**src/rtl/sorted_key_table_macros.svh**
```systemverilog
// ----------------------------------------------------------------------------
// sorted_key_table_macros: assertion macros for the sorted key table
// Each macro expects clk and rst to be visible where it is used.
// ----------------------------------------------------------------------------
`ifndef SORTED_KEY_TABLE_MACROS_SVH
`define SORTED_KEY_TABLE_MACROS_SVH

// Check a consequence in the same cycle as its cause
`define SKT_ASSERT_NOW(lbl, ante, cons, msg) \
  lbl: assert property (@(posedge clk) disable iff (rst) (ante) |-> (cons)) \
    else $error(msg);

// Check a consequence in the cycle after its cause
`define SKT_ASSERT_NEXT(lbl, ante, cons, msg) \
  lbl: assert property (@(posedge clk) disable iff (rst) (ante) |=> (cons)) \
    else $error(msg);

`endif

```
**src/rtl/skt_pkg.sv**
```systemverilog
`timescale 1ns / 1ps
// ----------------------------------------------------------------------------
// skt_pkg
// Shared types and codes of the sorted key table.
// ----------------------------------------------------------------------------
package skt_pkg;

  localparam int unsigned CAPACITY_DEF = 16;

  // Request modes
  localparam logic [1:0] MODE_INSERT = 2'd0;
  localparam logic [1:0] MODE_DELETE = 2'd1;
  localparam logic [1:0] MODE_DUMP   = 2'd2;

  // Result status codes
  localparam logic [2:0] ST_INSERTED  = 3'd0;
  localparam logic [2:0] ST_FULL      = 3'd1;
  localparam logic [2:0] ST_DELETED   = 3'd2;
  localparam logic [2:0] ST_NOT_FOUND = 3'd3;
  localparam logic [2:0] ST_EMPTY     = 3'd4;
  localparam logic [2:0] ST_LISTED    = 3'd5;

  typedef struct packed {
    logic [1:0]         mode;
    logic signed [31:0] key;
  } req_t;

  typedef struct packed {
    logic [2:0]         status;
    logic signed [31:0] value;
    logic [4:0]         entry_count;
    logic               last;
  } rsp_t;

  // Controller to datapath
  typedef struct packed {
    logic load_req;    // capture request and compare vectors
    logic apply;       // update table and load insert/delete result
    logic dump_emit;   // load head entry as a listed result
    logic dump_empty;  // load the empty dump result
    logic rotate;      // rotate the cell row by one place
  } cmd_t;

  // Datapath to controller
  typedef struct packed {
    logic [1:0] in_mode;         // mode of the offered request
    logic       count_zero;
    logic       rot_last_entry;  // head cell holds the last stored key
    logic       rot_end;         // next rotation restores the row
    logic       space;           // output register can take a result
  } stat_t;

endpackage

```
**src/rtl/skt_dpath.sv**
```systemverilog
`timescale 1ns / 1ps
// ----------------------------------------------------------------------------
// skt_dpath
// Row of key cells with per-cell comparators, shift paths for insert and
// delete, a rotating read-out for dumps and the output register.
// ----------------------------------------------------------------------------
module skt_dpath #(
  parameter int unsigned CAPACITY = skt_pkg::CAPACITY_DEF
) (
  input  logic           clk,
  input  logic           rst,
  input  skt_pkg::req_t  req,
  input  skt_pkg::cmd_t  cmd,
  output skt_pkg::stat_t stat,
  input  logic           rsp_ready,
  output logic           rsp_valid,
  output skt_pkg::rsp_t  rsp
);
  import skt_pkg::*;

  localparam int unsigned CW = $clog2(CAPACITY + 1);

  req_t                req_q;
  logic signed [31:0]  cells [CAPACITY];
  logic [CW-1:0]       count;
  logic [CW-1:0]       count_next;
  logic [CW-1:0]       rot;
  logic [CAPACITY-1:0] lt;
  logic [CAPACITY-1:0] eq;
  logic [CAPACITY-1:0] cmp_lt;
  logic [CAPACITY-1:0] cmp_eq;
  logic                full;
  logic                found;
  logic                do_insert;
  logic                do_delete;
  logic                load;
  rsp_t                res;
  rsp_t                rsp_q;
  logic                out_valid;

  // Compare every stored key with the offered key
  always_comb begin
    for (int i = 0; i < CAPACITY; i++) begin
      cmp_lt[i] = (count > CW'(i)) && (cells[i] < req.key);
      cmp_eq[i] = (count > CW'(i)) && (cells[i] == req.key);
    end
  end

  // Capture request and compare vectors on accept
  always_ff @(posedge clk) begin
    if (cmd.load_req) begin
      req_q <= req;
      lt    <= cmp_lt;
      eq    <= cmp_eq;
    end
  end

  assign full      = (count == CW'(CAPACITY));
  assign found     = |eq;
  assign do_insert = (req_q.mode == MODE_INSERT) && !full;
  assign do_delete = (req_q.mode == MODE_DELETE) && (count != '0) && found;

  // Build the insert or delete result
  always_comb begin
    res.status = ST_INSERTED;
    res.value  = req_q.key;
    res.last   = 1'b1;
    count_next = count;
    unique case (req_q.mode)
      MODE_INSERT: begin
        if (full) begin
          res.status = ST_FULL;
        end else begin
          count_next = CW'(count + 1'b1);
        end
      end
      MODE_DELETE: begin
        if (count == '0) begin
          res.status = ST_EMPTY;
        end else if (found) begin
          res.status = ST_DELETED;
          count_next = CW'(count - 1'b1);
        end else begin
          res.status = ST_NOT_FOUND;
        end
      end
      default: begin
        res.status = ST_INSERTED;
      end
    endcase
    res.entry_count = 5'(count_next);
  end

  // Cell row: hold, shift in, shift out or rotate
  for (genvar g = 0; g < CAPACITY; g++) begin : g_cell
    logic signed [31:0] ins_val;
    logic signed [31:0] del_val;
    logic signed [31:0] rot_val;

    if (g == 0) begin : g_head
      assign ins_val = lt[g] ? cells[g] : req_q.key;
    end else begin : g_body
      assign ins_val = lt[g] ? cells[g] : (lt[g-1] ? req_q.key : cells[g-1]);
    end

    if (g == CAPACITY - 1) begin : g_tail
      assign del_val = cells[g];
    end else begin : g_inner
      assign del_val = lt[g] ? cells[g] : cells[g+1];
    end

    assign rot_val = cells[(g + 1) % CAPACITY];

    always_ff @(posedge clk) begin
      if (cmd.apply && do_insert) begin
        cells[g] <= ins_val;
      end else if (cmd.apply && do_delete) begin
        cells[g] <= del_val;
      end else if (cmd.rotate) begin
        cells[g] <= rot_val;
      end
    end
  end

  // Entry count and rotation position
  always_ff @(posedge clk) begin
    if (rst) begin
      count <= '0;
      rot   <= '0;
    end else begin
      if (cmd.apply) begin
        count <= count_next;
      end
      if (cmd.rotate) begin
        rot <= (rot == CW'(CAPACITY - 1)) ? '0 : CW'(rot + 1'b1);
      end
    end
  end

  // Output register
  assign load = cmd.apply || cmd.dump_emit || cmd.dump_empty;

  always_ff @(posedge clk) begin
    if (rst) begin
      out_valid <= 1'b0;
    end else if (load) begin
      out_valid <= 1'b1;
    end else if (rsp_ready) begin
      out_valid <= 1'b0;
    end
  end

  always_ff @(posedge clk) begin
    if (cmd.apply) begin
      rsp_q <= res;
    end else if (cmd.dump_emit) begin
      rsp_q.status      <= ST_LISTED;
      rsp_q.value       <= cells[0];
      rsp_q.entry_count <= 5'(count);
      rsp_q.last        <= stat.rot_last_entry;
    end else if (cmd.dump_empty) begin
      rsp_q.status      <= ST_EMPTY;
      rsp_q.value       <= '0;
      rsp_q.entry_count <= '0;
      rsp_q.last        <= 1'b1;
    end
  end

  assign rsp_valid = out_valid;
  assign rsp       = rsp_q;

  // Status to the controller
  assign stat.in_mode        = req.mode;
  assign stat.count_zero     = (count == '0);
  assign stat.rot_last_entry = (CW'(rot + 1'b1) == count);
  assign stat.rot_end        = (rot == CW'(CAPACITY - 1));
  assign stat.space          = !out_valid || rsp_ready;

endmodule

```
**src/rtl/skt_ctrl.sv**
```systemverilog
`timescale 1ns / 1ps
// ----------------------------------------------------------------------------
// skt_ctrl
// Sequencer for the sorted key table: accepts a request, then applies it,
// walks the cell row for a dump, or drops it for the unused mode.
// ----------------------------------------------------------------------------
module skt_ctrl (
  input  logic           clk,
  input  logic           rst,
  input  logic           req_valid,
  output logic           req_ready,
  input  skt_pkg::stat_t stat,
  output skt_pkg::cmd_t  cmd
);
  import skt_pkg::*;

  typedef enum logic [1:0] {
    S_IDLE,
    S_RES,
    S_DUMP,
    S_SPIN
  } state_t;

  state_t state;
  state_t state_next;

  // Next state and commands
  always_comb begin
    state_next = state;
    cmd        = '0;
    unique case (state)
      S_IDLE: begin
        if (req_valid) begin
          cmd.load_req = 1'b1;
          if (stat.in_mode == MODE_DUMP) begin
            state_next = S_DUMP;
          end else if (stat.in_mode == MODE_INSERT || stat.in_mode == MODE_DELETE) begin
            state_next = S_RES;
          end
        end
      end
      S_RES: begin
        if (stat.space) begin
          cmd.apply  = 1'b1;
          state_next = S_IDLE;
        end
      end
      S_DUMP: begin
        if (stat.space) begin
          if (stat.count_zero) begin
            cmd.dump_empty = 1'b1;
            state_next     = S_IDLE;
          end else begin
            cmd.dump_emit = 1'b1;
            cmd.rotate    = 1'b1;
            if (stat.rot_last_entry) begin
              state_next = stat.rot_end ? S_IDLE : S_SPIN;
            end
          end
        end
      end
      S_SPIN: begin
        // advance the row back to its home position
        cmd.rotate = 1'b1;
        if (stat.rot_end) begin
          state_next = S_IDLE;
        end
      end
      default: begin
        state_next = S_IDLE;
      end
    endcase
  end

  // Hold state and the registered ready
  always_ff @(posedge clk) begin
    if (rst) begin
      state     <= S_IDLE;
      req_ready <= 1'b1;
    end else begin
      state     <= state_next;
      req_ready <= (state_next == S_IDLE);
    end
  end

endmodule

```
**src/rtl/sorted_key_table.sv**
```systemverilog
`timescale 1ns / 1ps
// ----------------------------------------------------------------------------
// sorted_key_table
// Table of up to CAPACITY signed keys kept in ascending order.
// ----------------------------------------------------------------------------
// Usage:
//   The req channel carries a mode and a key; the rsp channel returns
//   status, value, entry count and a last flag, both valid/ready.
//   Insert places the key ahead of equal keys, delete removes the first
//   equal key, dump lists every stored key in order with last on the final.
//   Insert and delete run as an accept, which registers the compare of
//   every cell against the key, then an update that shifts the cells and
//   loads the single result once the output register has space.
//   A dump emits one stored key per cycle from the head cell while rotating
//   the row, as long as the output register has space, then keeps rotating
//   until the row is home again; an empty table gives the empty result.
//   Mode 3 is accepted and dropped without a result.
//   A new request is taken while the last result still waits in the
//   output register; a stalled receiver holds that register and halts the
//   update or dump until space frees.
//   Reset empties the table (count zero); the cells themselves are not
//   cleared and need no clearing pass.
// ----------------------------------------------------------------------------
`include "sorted_key_table_macros.svh"

module sorted_key_table #(
  parameter int unsigned CAPACITY = skt_pkg::CAPACITY_DEF
) (
  input  logic          clk,
  input  logic          rst,
  input  logic          req_valid,
  output logic          req_ready,
  input  skt_pkg::req_t req,
  output logic          rsp_valid,
  input  logic          rsp_ready,
  output skt_pkg::rsp_t rsp
);
  import skt_pkg::*;

  cmd_t       cmd;
  stat_t      stat;
  logic [2:0] loads;
  logic       load_any;

  skt_ctrl u_ctrl (
    .clk       (clk),
    .rst       (rst),
    .req_valid (req_valid),
    .req_ready (req_ready),
    .stat      (stat),
    .cmd       (cmd)
  );

  skt_dpath #(
    .CAPACITY (CAPACITY)
  ) u_dpath (
    .clk       (clk),
    .rst       (rst),
    .req       (req),
    .cmd       (cmd),
    .stat      (stat),
    .rsp_ready (rsp_ready),
    .rsp_valid (rsp_valid),
    .rsp       (rsp)
  );

  // Result loads seen by the checks
  assign loads    = {cmd.apply, cmd.dump_emit, cmd.dump_empty};
  assign load_any = |loads;

  // Checks
  `SKT_ASSERT_NOW(a_one_load, 1'b1, $onehot0(loads), "more than one result load")
  `SKT_ASSERT_NOW(a_load_space, load_any, stat.space, "result loaded over a waiting result")
  `SKT_ASSERT_NOW(a_accept_no_load, req_valid && req_ready, !load_any, "result loaded on accept")
  `SKT_ASSERT_NOW(a_idle_no_rotate, req_ready, !cmd.rotate, "row rotated while idle")

endmodule

```
**config.mk**
```make
export PLATFORM = sky130hd
export DESIGN_NAME = sorted_key_table
export DESIGN_NICKNAME = d
export VERILOG_FILES = /design/src/rtl/skt_pkg.sv /design/src/rtl/skt_dpath.sv /design/src/rtl/skt_ctrl.sv /design/src/rtl/sorted_key_table.sv
export VERILOG_INCLUDE_DIRS = /design/src /design/src/rtl
export SDC_FILE = /design/constraint.sdc
export NUM_CORES = 2
export LEC_CHECK = 0
export BUFFER_PORTS_ARGS = -buffer_cell sky130_fd_sc_hd__buf_4
export CAP_MARGIN = 20
export CELL_PAD_IN_SITES_DETAIL_PLACEMENT = 1
export CELL_PAD_IN_SITES_GLOBAL_PLACEMENT = 1
export CORE_MARGIN = 2
export CORE_UTILIZATION = 23
export DETAILED_ROUTE_END_ITERATION = 8
export PLACE_DENSITY = 0.46
export SKIP_LAST_GASP = 1
export SLEW_MARGIN = 10
export SYNTH_ARGS = -nofsm -noshare
export SYNTH_HDL_FRONTEND = slang
export SYNTH_SLANG_ARGS = --single-unit
```
**constraint.sdc**
```tcl
create_clock -name clk -period 9.8 [get_ports clk]
set_input_delay 0.49 -clock clk [delete_from_list [all_inputs] [get_ports clk]]
set_output_delay 0.49 -clock clk [all_outputs]
set_load 0.005 [all_outputs]
```
==> impl_metrics.env <==
export IMPL_synth_top_area_cell="edfxtp_1"
export IMPL_synth_cells=3950
export IMPL_path_clk_slew_ps=60
export IMPL_insertion_delay_ps=680
export IMPL_core_area_mm2=0.1827
export IMPL_synth_edff_count=618
export IMPL_cts_tree="built"
export IMPL_clockBufferDepth=3
export IMPL_endpoint_kind="flop"
export IMPL_portBuffers=80
export IMPL_post_route_period_util=0.5113
export IMPL_die_area_mm2=0.1868
export IMPL_async_flop_share=0
export IMPL_setup_viol=0
export IMPL_final_core_util=0.2648
export IMPL_slew_violations=0
export IMPL_ios=81
export IMPL_first_iter_violations=1915
export IMPL_power_switching_uw=2458
export IMPL_finalWirelength_um=165600
export IMPL_pre_cts_ws_ps=4790
export IMPL_seq_area_frac_synth=0.4471
export IMPL_syn_to_final_growth_pct=14.67
export IMPL_reg2regPathDepth=10
export IMPL_routedWlPerCell_um=25.75
export IMPL_syn_avg_cell_area_um2=10.68
export IMPL_arrival_ps=5400
export IMPL_worstMarginPinSlew_ps=1310
export IMPL_nets=4547
export IMPL_grt_usage=0.1742
export IMPL_drtPass1Iterations=5
export IMPL_synth_top_flop_cell="edfxtp_1"
export IMPL_ir_worst_vdd_mv=0.1384
export IMPL_max_freq_mhz=199.6
export IMPL_crit_start="u_dpath.count[1]$_SDFFE_PP0P_"
export IMPL_crit_path_start_kind="flop"
export IMPL_synth_distinct_cells=68
export IMPL_combPwrFrac=0.197
export IMPL_initial_core_util=0.2309
export IMPL_drtAntennaViolNets=0
export IMPL_synth_nets=4509
export IMPL_hold_viol=0
export IMPL_clock_sinks=633
export IMPL_grt_antenna_before_repair=6
export IMPL_grt_ovfl_total=0
export IMPL_status="finished clean"
export IMPL_power_share_clock=0.367
export IMPL_grt_max_degree=166
export IMPL_cp_data_required_time_ps=10180
export IMPL_drc_errors=0
export IMPL_post_cts_resized=0
export IMPL_cts_max_level=3
export IMPL_synth_area_leaders="edfxtp_1 (44%), ha_1 (15%), mux2i_1 (11%)"
export IMPL_layout_setup_ws_ps=4789
export IMPL_final_common_cell="a21oi_1"
export IMPL_cap_viol_max_count=0
export IMPL_grt_pass1_wl_um=238800
export IMPL_r2r_start="u_dpath.count[1]$_SDFFE_PP0P_"
export IMPL_yosys_warnings=0
export IMPL_layout_min_cycle_time_ps=5011
export IMPL_die_h_um=432.3
export IMPL_powerDensity_mw_per_mm2=165.0
export IMPL_fin_tns_setup_ps=0
export IMPL_r2r_slack_ps=4790
export IMPL_rr_endpoint="u_dpath.cells[0][247]$_DFFE_PP_"
export IMPL_gp_congestion=0.8148
export IMPL_hp_class="primary input to flop"
export IMPL_rsz0062_at_grt="no"
export IMPL_grt_pass1_vias=33300
export IMPL_p_seq_frac=0.436
export IMPL_numCtsBuffers=81
export IMPL_switching_share=0.3080
export IMPL_path_max_fanout=105
export IMPL_mostFrequentLayoutCells="a21oi_1 (662), edfxtp_1 (618), nor2_1 (558), ha_1 (521), mux2i_1 (484)"
export IMPL_core_rowCount=157
export IMPL_via_count=31890
export IMPL_endpoint="u_dpath.cells[0][247]$_DFFE_PP_"
export IMPL_fp_dieW_um=432.3
export IMPL_fin_skew_ps=24.04
export IMPL_drive_gt1_frac=0.08929
export IMPL_synth_top_area_share=0.4399
export IMPL_p_int_uw=5522
export IMPL_max_slew_margin_rel=0.1264
export IMPL_dp_hpwl_um=122900
export IMPL_cts_root_buf="clkbuf_16"
export IMPL_yosys_register_bits=633
export IMPL_via_per_inst=4.959
export IMPL_worstSetupPathType="flop to flop"
export IMPL_p_leak_uw=0.01885
export IMPL_netlist_area_mm2=0.04218
==> what timing repair did <==
item                      in CTS  in global routing
hold buffers                  31                  0
hold endpoints to repair      31                  0
setup buffers                  0                  0
==> per-layer routing <==
metal | vias up | wire length, um | track usage
li1 | 15040 | - | -
met1 | 16120 | 78770 | 0.2427
met2 | 546 | 75300 | 0.2777
met3 | 181 | 6050 | 0.01980
met4 | 2 | 5419 | 0.06099
met5 | - | 13 | 0
==> cells by family after synthesis <==
| logic type | Yosys count | synth area share |
|---|---|---|
| AOI/OAI and AO/OA | 975 | 0.1322 |
| adders and majority gates | 521 | 0.1545 |
| DFF | 633 | 0.4471 |
| and+or+nand+nor | 965 | 0.1044 |
| buffers and inverters | 323 | 0.03438 |
| muxes | 525 | 0.1258 |
| xor gates and xnor gates | 8 | 0.001661 |
==> worst min-delay path by stage <==
stage / from / end / slack (ps) / cells after the start
2_1_floorplan: u_dpath.rsp[0]$_SDFFE_PP1P_ / u_dpath.rsp[0]$_SDFFE_PP1P_ / 480 / 1
5_1_grt: req[20] / u_dpath.req_q[20]$_DFFE_PP_ / 40 / 1
4_1_cts: req[20] / u_dpath.req_q[20]$_DFFE_PP_ / 0.9 / 1
3_5_place_dp: u_dpath.rsp[0]$_SDFFE_PP1P_ / u_dpath.rsp[0]$_SDFFE_PP1P_ / 490 / 1
3_3_place_gp: u_dpath.rsp[0]$_SDFFE_PP1P_ / u_dpath.rsp[0]$_SDFFE_PP1P_ / 480 / 1
6_report: req[20] / u_dpath.req_q[20]$_DFFE_PP_ / 40 / 1
==> cell usage after synthesis (21+ instances only) <==
| library cell | n |
|---|---|
| a21oi_1 | 663 |
| edfxtp_1 | 618 |
| nor2_1 | 559 |
| ha_1 | 521 |
| mux2i_1 | 484 |
| clkbuf_1 | 124 |
| nand2_1 | 99 |
| nand4_1 | 98 |
| o21ai_0 | 76 |
| inv_1 | 65 |
| buf_2 | 64 |
| a21o_1 | 63 |
| nand3_1 | 45 |
| buf_4 | 42 |
| mux2_2 | 41 |
| a22o_1 | 33 |
| nor3_1 | 30 |
| buf_1 | 28 |
| nor2b_1 | 27 |
| nor4_1 | 21 |
==> cell type report <==
type                            instances  area [um2]
Fill cell                           20450      134300
Multi-Input combinational cell       2994       22120
Sequential cell                       633       18860
Tap cell                             2385        2984
Clock buffer                          102        2148
Timing Repair Buffer                  213        1717
Clock inverter                         36       299.0
Inverter                               65       244.0
Antenna cell                            2       5.005
==> through the flow <==
step	area, um2	std cells	total power, uW	hold slack [ps]
global route	48370	6428	8350	35.61
floorplan	42180	3950	4489	484.2
global placement	45580	6256	5069	483.8
CTS	48350	6427	8099	0.8552
detailed placement	45600	6258	5108	491.3
finish	48370	6430	7980	43.79
==> critical path, cell delays in order, from the launching register on <==
cell	delay, ps
dfxtp_1	460
inv_1	210
ha_1	240
nor4b_4	500
nor2_1	180
o21ai_4	160
buf_4	680
a21boi_4	550
buf_4	550
buf_4	910
a21oi_1	150
==> power by group through the flow <==
stage	combinational, uW	clock, uW	sequential [uW]
finish	1570	2930	3480
global route	1750	3100	3500
CTS	1590	3030	3480
detailed placement	1570	0	3530
global placement	1540	0	3530
floorplan	1100	0	3380
==> sequential cells by signal, summed over array words and instances, names as in the netlist <==
register,cells
u_dpath.rot,5
u_dpath.rsp,41
u_ctrl.state,2
u_dpath.rsp_valid,1
u_dpath.lt,16
u_ctrl.req_ready,1
u_dpath.req_q,34
u_dpath.cells,512
u_dpath.count,5
u_dpath.eq,16
Power figures use the tool's default switching activity.
